## config.mk

```make
export PLATFORM = sky130hd
export DESIGN_NAME = multi_click_button_counter
export DESIGN_NICKNAME = d
export VERILOG_FILES = /design/src/rtl/core/mcbc_pkg.sv /design/src/rtl/core/multi_click_button_counter.sv
export SDC_FILE = /design/constraint.sdc
export NUM_CORES = 1
export LEC_CHECK = 0
export ABC_CLOCK_PERIOD_IN_PS = 7600
export BUFFER_PORTS_ARGS = -buffer_cell sky130_fd_sc_hd__buf_2
export CAP_MARGIN = 20
export CORE_ASPECT_RATIO = 0.75
export CORE_MARGIN = 2
export CORE_UTILIZATION = 55
export DETAILED_ROUTE_END_ITERATION = 16
export PLACE_DENSITY = 0.79
export SLEW_MARGIN = 20
export SYNTH_ARGS = -nofsm -noshare
export SYNTH_HDL_FRONTEND = slang
export SYNTH_SLANG_ARGS = --single-unit
export TNS_END_PERCENT = 100
```

## constraint.sdc

```tcl
create_clock -name clk -period 7.6 [get_ports clk]
set_input_delay 0.38 -clock clk [delete_from_list [all_inputs] [get_ports clk]]
set_output_delay 0.38 -clock clk [all_outputs]
set_load 0.03 [all_outputs]
```

## src/rtl/core/mcbc_pkg.sv

```systemverilog
// Shared constants for the multi-click button counter.
package mcbc_pkg;

    localparam int RUN_BITS_DEF   = 8;
    localparam int TALLY_BITS_DEF = 4;

    localparam int CFG_W    = 8;
    localparam int REPORT_W = 5;
    localparam int APB_AW   = 4;
    localparam int APB_DW   = 32;
    localparam int REG_IDX_W = 2;

    typedef logic [CFG_W-1:0]           cfg_t;
    typedef logic signed [REPORT_W-1:0] report_t;
    typedef logic [REG_IDX_W-1:0]       reg_idx_t;

    // Register map, index = paddr[3:2]
    localparam reg_idx_t REG_PRESS_MIN   = 2'd0;
    localparam reg_idx_t REG_PRESS_MAX   = 2'd1;
    localparam reg_idx_t REG_RELEASE_MIN = 2'd2;
    localparam reg_idx_t REG_RELEASE_MAX = 2'd3;

    localparam cfg_t PRESS_MIN_RST   = 8'd1;
    localparam cfg_t PRESS_MAX_RST   = 8'd10;
    localparam cfg_t RELEASE_MIN_RST = 8'd1;
    localparam cfg_t RELEASE_MAX_RST = 8'd5;

    localparam report_t REPORT_NONE = -5'sd1;
    localparam report_t REPORT_ZERO = 5'sd0;
    localparam int      REPORT_MAX  = 15;

endpackage

```

## src/rtl/core/multi_click_button_counter.sv

```systemverilog
// Multi-click button counter: run counters, click window check and burst report.
//
//  channel | signals                                  | item
//  --------+------------------------------------------+-------------------------------
//  in      | in_valid, in_ready, pressed, clear_report | one frame sample
//  out     | out_valid, out_ready, reported_clicks     | report value after that frame
//  cfg     | psel, penable, pwrite, paddr, pwdata, ... | window limits, 8 bits each
//
// One item per cycle while out_ready keeps the output register draining. Each
// sample updates the run, tally and report state through compare/increment
// logic, and its result lands in the output register on the same edge.
// Reset loads the window defaults (1, 10, 1, 5), clears all counters and sets
// the report to minus one. No clearing pass.
// in_ready stays high while the output register is empty or being drained, so a
// stalled out_ready holds one finished item and blocks only the next sample.
module multi_click_button_counter
    import mcbc_pkg::*;
#(
    parameter int RUN_BITS   = RUN_BITS_DEF,
    parameter int TALLY_BITS = TALLY_BITS_DEF
)
(
    input  logic                clk,
    input  logic                rst_n,

    input  logic                in_valid,
    output logic                in_ready,
    input  logic                pressed,
    input  logic                clear_report,

    output logic                out_valid,
    input  logic                out_ready,
    output logic signed [REPORT_W-1:0] reported_clicks,

    input  logic                psel,
    input  logic                penable,
    input  logic                pwrite,
    input  logic [APB_AW-1:0]   paddr,
    input  logic [APB_DW-1:0]   pwdata,
    output logic [APB_DW-1:0]   prdata,
    output logic                pready
);

    // Common width for run-vs-window compares
    localparam int CMP_W   = (RUN_BITS > CFG_W) ? RUN_BITS : CFG_W;
    // Common width for clamping the tally into the report field
    localparam int TEXT_W  = (TALLY_BITS > REPORT_W) ? TALLY_BITS : REPORT_W;

    localparam logic [RUN_BITS-1:0]   RUN_MAX   = {RUN_BITS{1'b1}};
    localparam logic [TALLY_BITS-1:0] TALLY_MAX = {TALLY_BITS{1'b1}};
    localparam logic [TEXT_W-1:0]     REP_MAX_X = TEXT_W'(REPORT_MAX);

    // ---------------- configuration registers ----------------
    cfg_t press_min_reg, press_max_reg, release_min_reg, release_max_reg;
    reg_idx_t cfg_idx;
    logic     cfg_wr;

    assign pready  = 1'b1;
    assign cfg_idx = paddr[APB_AW-1:2];
    assign cfg_wr  = psel && penable && pwrite && pready;

    always_ff @(posedge clk or negedge rst_n)
    begin
        if (!rst_n)
        begin
            press_min_reg   <= PRESS_MIN_RST;
            press_max_reg   <= PRESS_MAX_RST;
            release_min_reg <= RELEASE_MIN_RST;
            release_max_reg <= RELEASE_MAX_RST;
        end
        else if (cfg_wr)
        begin
            case (cfg_idx)
                REG_PRESS_MIN:   press_min_reg   <= pwdata[CFG_W-1:0];
                REG_PRESS_MAX:   press_max_reg   <= pwdata[CFG_W-1:0];
                REG_RELEASE_MIN: release_min_reg <= pwdata[CFG_W-1:0];
                REG_RELEASE_MAX: release_max_reg <= pwdata[CFG_W-1:0];
                default: ;
            endcase
        end
    end

    always_comb
    begin
        case (cfg_idx)
            REG_PRESS_MIN:   prdata = APB_DW'(press_min_reg);
            REG_PRESS_MAX:   prdata = APB_DW'(press_max_reg);
            REG_RELEASE_MIN: prdata = APB_DW'(release_min_reg);
            REG_RELEASE_MAX: prdata = APB_DW'(release_max_reg);
            default:         prdata = '0;
        endcase
    end

    // ---------------- frame state ----------------
    logic [RUN_BITS-1:0]   press_run_reg, press_run_next;
    logic [RUN_BITS-1:0]   release_run_reg, release_run_next;
    logic [RUN_BITS-1:0]   last_press_reg, last_press_next;
    logic [TALLY_BITS-1:0] tally_reg, tally_next;
    report_t               report_reg, report_next;
    logic                  taken_reg, taken_next;
    logic                  zero_pend_reg, zero_pend_next;

    logic                  out_valid_reg;
    report_t               out_data_reg;

    logic                  accept;
    logic                  in_window;
    logic [TEXT_W-1:0]     tally_x;

    assign in_ready = !out_valid_reg || out_ready;
    assign accept   = in_valid && in_ready;

    always_comb
    begin
        press_run_next   = press_run_reg;
        release_run_next = release_run_reg;
        last_press_next  = last_press_reg;
        tally_next       = tally_reg;
        taken_next       = taken_reg;
        zero_pend_next   = zero_pend_reg;
        report_next      = clear_report ? REPORT_NONE : report_reg;

        if (pressed)
        begin
            if (press_run_reg != RUN_MAX)
                press_run_next = press_run_reg + 1'b1;
            release_run_next = '0;
            taken_next       = 1'b0;
        end
        else
        begin
            // falling edge of a press: keep its length
            if (press_run_reg != '0)
            begin
                last_press_next = press_run_reg;
                press_run_next  = '0;
            end
            if (release_run_reg != RUN_MAX)
                release_run_next = release_run_reg + 1'b1;
        end

        in_window = (CMP_W'(last_press_next)  >= CMP_W'(press_min_reg))
                 && (CMP_W'(last_press_next)  <= CMP_W'(press_max_reg))
                 && (CMP_W'(release_run_next) >= CMP_W'(release_min_reg))
                 && (CMP_W'(release_run_next) <= CMP_W'(release_max_reg));

        // one click per press
        if (in_window && !taken_next)
        begin
            if (tally_next != TALLY_MAX)
                tally_next = tally_next + 1'b1;
            taken_next = 1'b1;
        end

        // a report lasts one frame, then reads zero
        if (zero_pend_reg)
        begin
            report_next    = REPORT_ZERO;
            zero_pend_next = 1'b0;
        end

        // burst over: publish the tally, clamped to the field
        tally_x = TEXT_W'(tally_next);
        if ((CMP_W'(release_run_next) > CMP_W'(release_max_reg)) && (tally_next != '0))
        begin
            report_next    = (tally_x > REP_MAX_X) ? report_t'(REPORT_MAX)
                                                   : report_t'(tally_x[REPORT_W-1:0]);
            tally_next     = '0;
            zero_pend_next = 1'b1;
        end
    end

    always_ff @(posedge clk or negedge rst_n)
    begin
        if (!rst_n)
        begin
            press_run_reg   <= '0;
            release_run_reg <= '0;
            last_press_reg  <= '0;
            tally_reg       <= '0;
            report_reg      <= REPORT_NONE;
            taken_reg       <= 1'b0;
            zero_pend_reg   <= 1'b0;
        end
        else if (accept)
        begin
            press_run_reg   <= press_run_next;
            release_run_reg <= release_run_next;
            last_press_reg  <= last_press_next;
            tally_reg       <= tally_next;
            report_reg      <= report_next;
            taken_reg       <= taken_next;
            zero_pend_reg   <= zero_pend_next;
        end
    end

    // ---------------- result register ----------------
    always_ff @(posedge clk or negedge rst_n)
    begin
        if (!rst_n)
            out_valid_reg <= 1'b0;
        else if (accept)
            out_valid_reg <= 1'b1;
        else if (out_ready)
            out_valid_reg <= 1'b0;
    end

    always_ff @(posedge clk)
    begin
        if (accept)
            out_data_reg <= report_next;
    end

    assign out_valid       = out_valid_reg;
    assign reported_clicks = out_data_reg;

`ifndef SYNTHESIS
    a_press_release_exclusive: assert property (@(posedge clk) disable iff (!rst_n)
        !((press_run_reg != '0) && (release_run_reg != '0)))
        else $error("press and release runs both nonzero");

    a_zero_pend_state: assert property (@(posedge clk) disable iff (!rst_n)
        zero_pend_reg |-> ((report_reg > REPORT_ZERO) && (tally_reg == '0)))
        else $error("pending zero without a fresh report");

    a_accept_fills_out: assert property (@(posedge clk) disable iff (!rst_n)
        accept |=> (out_valid_reg && (out_data_reg == report_reg)))
        else $error("result register does not match state after accept");

    a_no_accept_hold: assert property (@(posedge clk) disable iff (!rst_n)
        !accept |=> $stable(tally_reg) && $stable(report_reg))
        else $error("state changed without an accepted item");
`endif

endmodule
```

==> impl_results.md, run 1 <==
- Status: completed
- Post-synth top area share: 31.4%
- Static leakage: 0.00238 uW
- Cell area after synthesis: 4540 um^2
- Initial antenna violation count: 0
- First-pass GRT wire length: 15.2 mm
- Crit path cell chain: ha_1, nand2_1, nor2_1, and3_1, nor2_1, and3_1, xnor2_1, nor2_1, ha_1, nand4_1, a21oi_1, o22a_1, and4b_1, a2111oi_1, a311oi_1
- Number of buffers and inverters on the critical path: 0
- Worst setup path class: flop to flop
- Minimum clock period: 3.76 ns
- Flop2flop setup slack: 3.84 ns
- GRT Overall Usage: 22.1%
- Worst skew pair latency: 0.35 ns
- Die ar.: 9000 um^2
- Total grt overflow: 0
- Die height: 82.7 um
- Worst path depth: 15
- Max frequency: 266 MHz
- Critical Path End: report_reg[1]
- Critical path launch point: release_run_reg[0]
- Number of synthesized register bits: 73
- RSZ-0062 raised after global routing: false
- Crit start category: flop
- Routed Antenna Nets: 0
- Hold buffers post-CTS: 0
- Leading area contributor after synthesis: dfrtp_1
- Iter 0 DRT Violations: 144
- Cell Pwr Density: 270 nW/um^2
- Critical Path RT: 7.86 ns
- Hold_ws: 0.205 ns
- Number of enable flip-flop cells after synthesis: 5
- DP HPWL: 6.83 mm
- Avg WL per Cell: 15.9 um
- Core area: 7950 um^2
- Worst R2R End: report_reg[1]
- DR pass1 iterations: 4
- Fin. max-slew vios: 0
- CTS tree: built
- Final worst-path cycle share: 49.4%
- Top cell by count, worst path: nor2_1
- Die width: 109 um
- Top FF cell, synth: dfrtp_1
- Slew headroom: 41.4%
- Largest net degree at the start of global routing: 69
- Netlist cell types: 55
- Post-cts repair resize count: 0
- Final #Nets: 558
- WL final: 9.31 mm
- Share of layout cells above drive strength 1: 20.3%
- Syn Inst Count: 448
- Clock skew: 0.0108 ns
- I/O pins: 85
- Top-count cell post-synth: dfrtp_1
- Post CTS Setup Buffer Count: 0
- Clk buf depth: 2
- Vias: 3336
- Family with the most delay on the worst path: simple AND/OR/NAND/NOR gates
- HP Class: input port to asynchronous set/reset pin
- Final setup violation count: 0
- Max IR drop VDD: 0.154 mV
- Fillers: 636
- Crit path max fanout: 13
- Max_cap viols: 0
- Reg2Reg Launch Point: release_run_reg[0]
- Cell row count: 28
- Initial Utilization: 57.1%
- Avg Inst Size Synth: 10.1 um^2
- Worst Path Arrival: 4.01 ns
- Pre-CTS setup slack: 3.93 ns
- Worst-margin pin slew: 0.879 ns
- Vias in the first global route: 3136
- Input/output buffers: 33
- Worst-path clk slew: 0.08 ns
- Commonest cells post-synth: 57 x dfrtp_1, 50 x nand2_1, 36 x ha_1, 34 x inv_1, 30 x nor2_1
- Seq/Total Area, Yosys: 41.1%
- Reg2Reg Depth: 15
- Root Buffer: clkbuf_8
- Total Neg Setup Slack: 0 ns
- Clk sinks: 73
- Slowest cell on crit path: o22a_1
- # H-tree levels: 3
- Post-route worst setup slack: 3.84 ns
- Overall Power: 1330 uW
- TritonCTS buffer count: 9
- Synth warn: 0
- Ant. Diodes: 0
- Main area contributors after synthesis: dfrtp_1 31%, ha_1 9.9%, dfstp_2 6.4%
- Final Hold Vio Count: 0
- Vias per cell: 5.68
- Asr flop ratio synth: 93.2%
- Area grow syn2layout: 8.57%
- Max incr delay on CP: 0.44 ns
- Critical Path End Type: flop
- Post-route DRC: 0
- Routability Congestion: 0.835
routing by layer:
layer	wire length, um	global-route usage (%)	vias up
met5	0	0	-
met1	4230	29.4	1649
met4	66	4.62	0
li1	-	-	1586
met2	4540	36.6	95
met3	472	6.12	6
cells by family after synthesis:
group,Yosys count,share of synthesized area (%)
and+or+nand+nor,130,13.8
AOI/OAI and AO/OA,78,11.7
buffers and inverters,76,8.76
DFF,73,41.1
muxes,44,12.8
adders and majority gates,36,9.92
xor gates and xnor gates,9,1.74
other,2,0.165
how the worst min path moves through the flow:
stage	startpoint	to	cells past startpoint
2_1_floorplan	rst_n	last_press_reg[0]	0
3_3_place_gp	last_press_reg[5]	last_press_reg[5]	1
3_5_place_dp	last_press_reg[3]	last_press_reg[3]	1
4_1_cts	rst_n	release_min_reg[2]	2
5_1_grt	pwdata[6]	press_max_reg[6]	3
6_report	rst_n	release_min_reg[2]	2
placed cells by master (no fill, tap or decap), types with 3 or more instances in the layout:
| cell | synthesis | layout |
|---|---|---|
| dfrtp_1 | 57 | 57 |
| nand2_1 | 50 | 50 |
| ha_1 | 36 | 36 |
| inv_1 | 34 | 34 |
| buf_2 | 3 | 33 |
| nor2_1 | 30 | 30 |
| conb_1 | 2 | 25 |
| mux2_2 | 18 | 18 |
| a21oi_1 | 17 | 17 |
| mux2_1 | 15 | 15 |
| o21ai_1 | 14 | 14 |
| o21ai_0 | 11 | 11 |
| dfstp_2 | 11 | 11 |
| clkbuf_8 | 0 | 10 |
| nand3_1 | 8 | 8 |
| mux4_2 | 8 | 8 |
| nand4_1 | 8 | 8 |
| and3_1 | 7 | 7 |
| o211ai_1 | 6 | 6 |
| nor3_1 | 5 | 5 |
| nand2b_1 | 5 | 5 |
| a21o_1 | 5 | 5 |
| xor2_1 | 5 | 5 |
| edfxtp_1 | 5 | 5 |
| xnor2_1 | 4 | 4 |
| and2_1 | 4 | 4 |
| nor2b_1 | 4 | 4 |
| o31ai_1 | 4 | 4 |
| mux2i_1 | 3 | 3 |
| or4_1 | 3 | 3 |
| a31oi_1 | 3 | 3 |
| bufinv_16 | 0 | 3 |
| buf_4 | 25 | 3 |
power breakdown:
group | switching [uW] | internal [uW]
registers | 59.5 | 486
logic | 238 | 168
clock network | 152 | 228
stage by stage:
stage | cell area, um^2 | utilization [%] | instances
after detailed placement | 4680 | 58.8 | 571
after global placement | 4680 | 58.8 | 571
final | 4930 | 62.0 | 587
after floorplan | 4630 | - | 471
after global routing | 4930 | 62.0 | 587
after CTS | 4930 | 62.0 | 587
worst register-to-register path: stages (launching register included):
cell       delay [ns]
dfrtp_1          0.43
ha_1             0.23
nand2_1          0.13
nor2_1           0.06
and3_1           0.24
nor2_1           0.18
and3_1           0.19
xnor2_1          0.14
nor2_1           0.10
ha_1             0.31
nand4_1          0.14
a21oi_1          0.14
o22a_1           0.44
and4b_1          0.39
a2111oi_1        0.44
a311oi_1         0.09
final cells by class:
class	count	area, um^2	share of cell area (%)
multi-input cells	322	2360	47.9
flip-flops and latches	73	1870	37.9
repair buffers	36	188	3.81
clock buffers	10	138	2.79
inverters	35	131	2.67
well taps	105	131	2.67
clock inverters	6	113	2.28
Note: power is estimated with default switching activity, not from simulation.
==> run 2, diff against run 1 <==
ABC_CLOCK_PERIOD_IN_PS = 3400   (was 7600)
CORE_UTILIZATION = 51   (was 55)
PLACE_DENSITY = 0.77   (was 0.79)
clock period = 3.4 ns   (was 7.6 ns; I/O delays follow)
==> run 2 against run 1 <==
  * The flow now finishes with violations (design-rule violations)
  * Routed wire length up 10%
  * Hold slack worse by 0.13 ns
  * Final area up 5.3%
  * Register-to-register slack worse by 3.7 ns
  * First-iteration DRC count up 79%
  * Die area up 7.5%
  * Critical endpoint unchanged
  * Largest power group unchanged
  * Total power up 130%
  * Sequential cell count unchanged
  * Critical path depth down 3
  * Sequential share of layout area down 1.9 points
==> impl_results.md, run 2 (synthesis gave the netlist of run 1 again) <==
- Clock power share: 28.0%
- Worst Hold End: out_valid
- Max IR drop VDD: 0.354 mV
- Worst Path Arrival: 3.50 ns
- Clk sinks: 73
- Sw Share: 34.2%
- # H-tree levels: 3
- Final worst-path cycle share: 95.6%
- Core area: 8560 um^2
- Vias in the first global route: 3439
- Max_cap viols: 0
- Crit path max fanout: 9
- Cell row count: 29
- Critical Path RT: 3.65 ns
- TritonCTS buffer count: 9
- Total Neg Setup Slack: 0 ns
- Die height: 85.7 um
- First-pass GRT wire length: 16.8 mm
- GRT Overall Usage: 22.4%
- Critical Path End Type: flop
- Total grt overflow: 0
- WL final: 10.3 mm
- Worst-path clk slew: 0.06 ns
- Reg2Reg Depth: 12
- Clk buf depth: 2
- Initial Utilization: 53.0%
- Cell-internal power: 2030 uW
- Power share of the sequential group: 39.7%
- Routed Antenna Nets: 0
- Area grow syn2layout: 14.3%
- Status: complete, but fails checks
- Failing checks: design-rule violations
- Reg2Reg Launch Point: press_run_reg[7]
- Placed cells: 592
- Die width: 113 um
- Final #Nets: 578
- Vias: 3457
- CTS tree: built
- Vias per cell: 5.67
- Post-route DRC: 2
- Slew headroom: 45.7%
- Max frequency: 308 MHz
- DP HPWL: 7.44 mm
- Worst skew pair latency: 0.34 ns
- Largest net degree at the start of global routing: 49
- Flop2flop setup slack: 0.15 ns
- Cell Pwr Density: 594 nW/um^2
- Static leakage: 0.00250 uW
- Root Buffer: clkbuf_16
- Hold_ws: 0.0707 ns
- Dpl cell area: 4820 um^2
- Most frequent cells in the layout: 57 x dfrtp_1, 49 x nand2_1, 35 x ha_1
- Share of layout cells above drive strength 1: 25.7%
- Crit start category: flop
- Final Non-Filler Cells: 610
- Hold path depth: 2
- Fin. max-slew vios: 0
- Ant. Diodes: 0
- DR pass1 iterations: 11
- Design Area, Final: 5190 um^2
- Pre-CTS setup slack: 0.0133 ns
- Initial antenna violation count: 0
- Clock skew: 0.00635 ns
- Final Hold Vio Count: 0
- Worst R2R End: report_reg[1]
- Routability Congestion: 0.862
- Combinational power share: 32.3%
- Iter 0 DRT Violations: 258
- Worst setup path class: flop to flop
- Die ar.: 9680 um^2
- Post-route worst setup slack: 0.148 ns
- Input/output buffers: 33
- I/O pins: 85
- Switch Pwr: 1060 uW
- Most common cell after layout, fill and taps aside: dfrtp_1
- Avg WL per Cell: 16.8 um
- Minimum clock period: 3.25 ns
- Final setup violation count: 0
- Worst-margin pin slew: 0.813 ns
- HP Class: input port to flop
- HP Start: in_valid
run 2: layout make-up:
| cell class | count | area (um^2) |
|---|---|---|
| Clock buffer | 12 | 246 |
| Sequential cell | 73 | 1870 |
| Fill cell | 669 | 3370 |
| Timing Repair Buffer | 56 | 344 |
| Inverter | 35 | 131 |
| Multi-Input combinational cell | 322 | 2450 |
| Tap cell | 108 | 135 |
| Clock inverter | 4 | 20.0 |
run 2: power groups by stage:
stage	sequential (uW)	clock (uW)	combinational (uW)
global route	1240	908	1110
global placement	1210	0	918
CTS	1210	872	984
finish	1220	863	996
floorplan	1210	0	702
detailed placement	1220	0	970
run 2: per-stage QoR:
step	total power (uW)	util, %
after floorplan	1910	-
after global placement	2130	56.3
after detailed placement	2190	56.3
after CTS	3070	59.7
after global routing	3260	60.6
final	3080	60.6
run 2: layer usage:
metal	GRT usage, %	share of wire, %	vias up
met5	0	0	-
met2	38.7	51	102
met4	6.10	1.8	0
met3	6.01	5.2	21
met1	28.3	42	1705
li1	-	-	1629
run 2: what timing repair did:
action / 4_1_cts / 5_1_grt
setup buffers: 1 / 0
pin swaps: 1 / 1
endpoints found under the setup margin: 1 / 13
hold buffers: 1 / 0
hold endpoints to repair: 17 / 0
resized for setup: 5 / 15
run 2: worst max-delay path by stage:
stage | startpoint | endpoint | slack (ns) | cells after the start
finish | press_run_reg[7] | report_reg[1] | 0.15 | 12
global placement | release_run_reg[1] | tally_reg[2] | 0.11 | 16
global route | release_run_reg[4] | tally_reg[2] | -0.01 | 15
CTS | press_run_reg[7] | report_reg[1] | 0.02 | 12
detailed placement | release_run_reg[1] | report_reg[1] | 0.01 | 16
floorplan | release_run_reg[0] | tally_reg[2] | 0.23 | 17
run 2: critical path, cell delays in order, from the launching register on:
cell and delay (ns):
dfrtp_1 0.40, nor4_4 0.32, a31oi_4 0.17, mux2_1 0.37, ha_1 0.30, nor2b_1 0.14
o211a_1 0.21, a211oi_1 0.27, o211ai_1 0.21, and4b_1 0.24, buf_6 0.15, a2111oi_2 0.33
a311oi_2 0.07
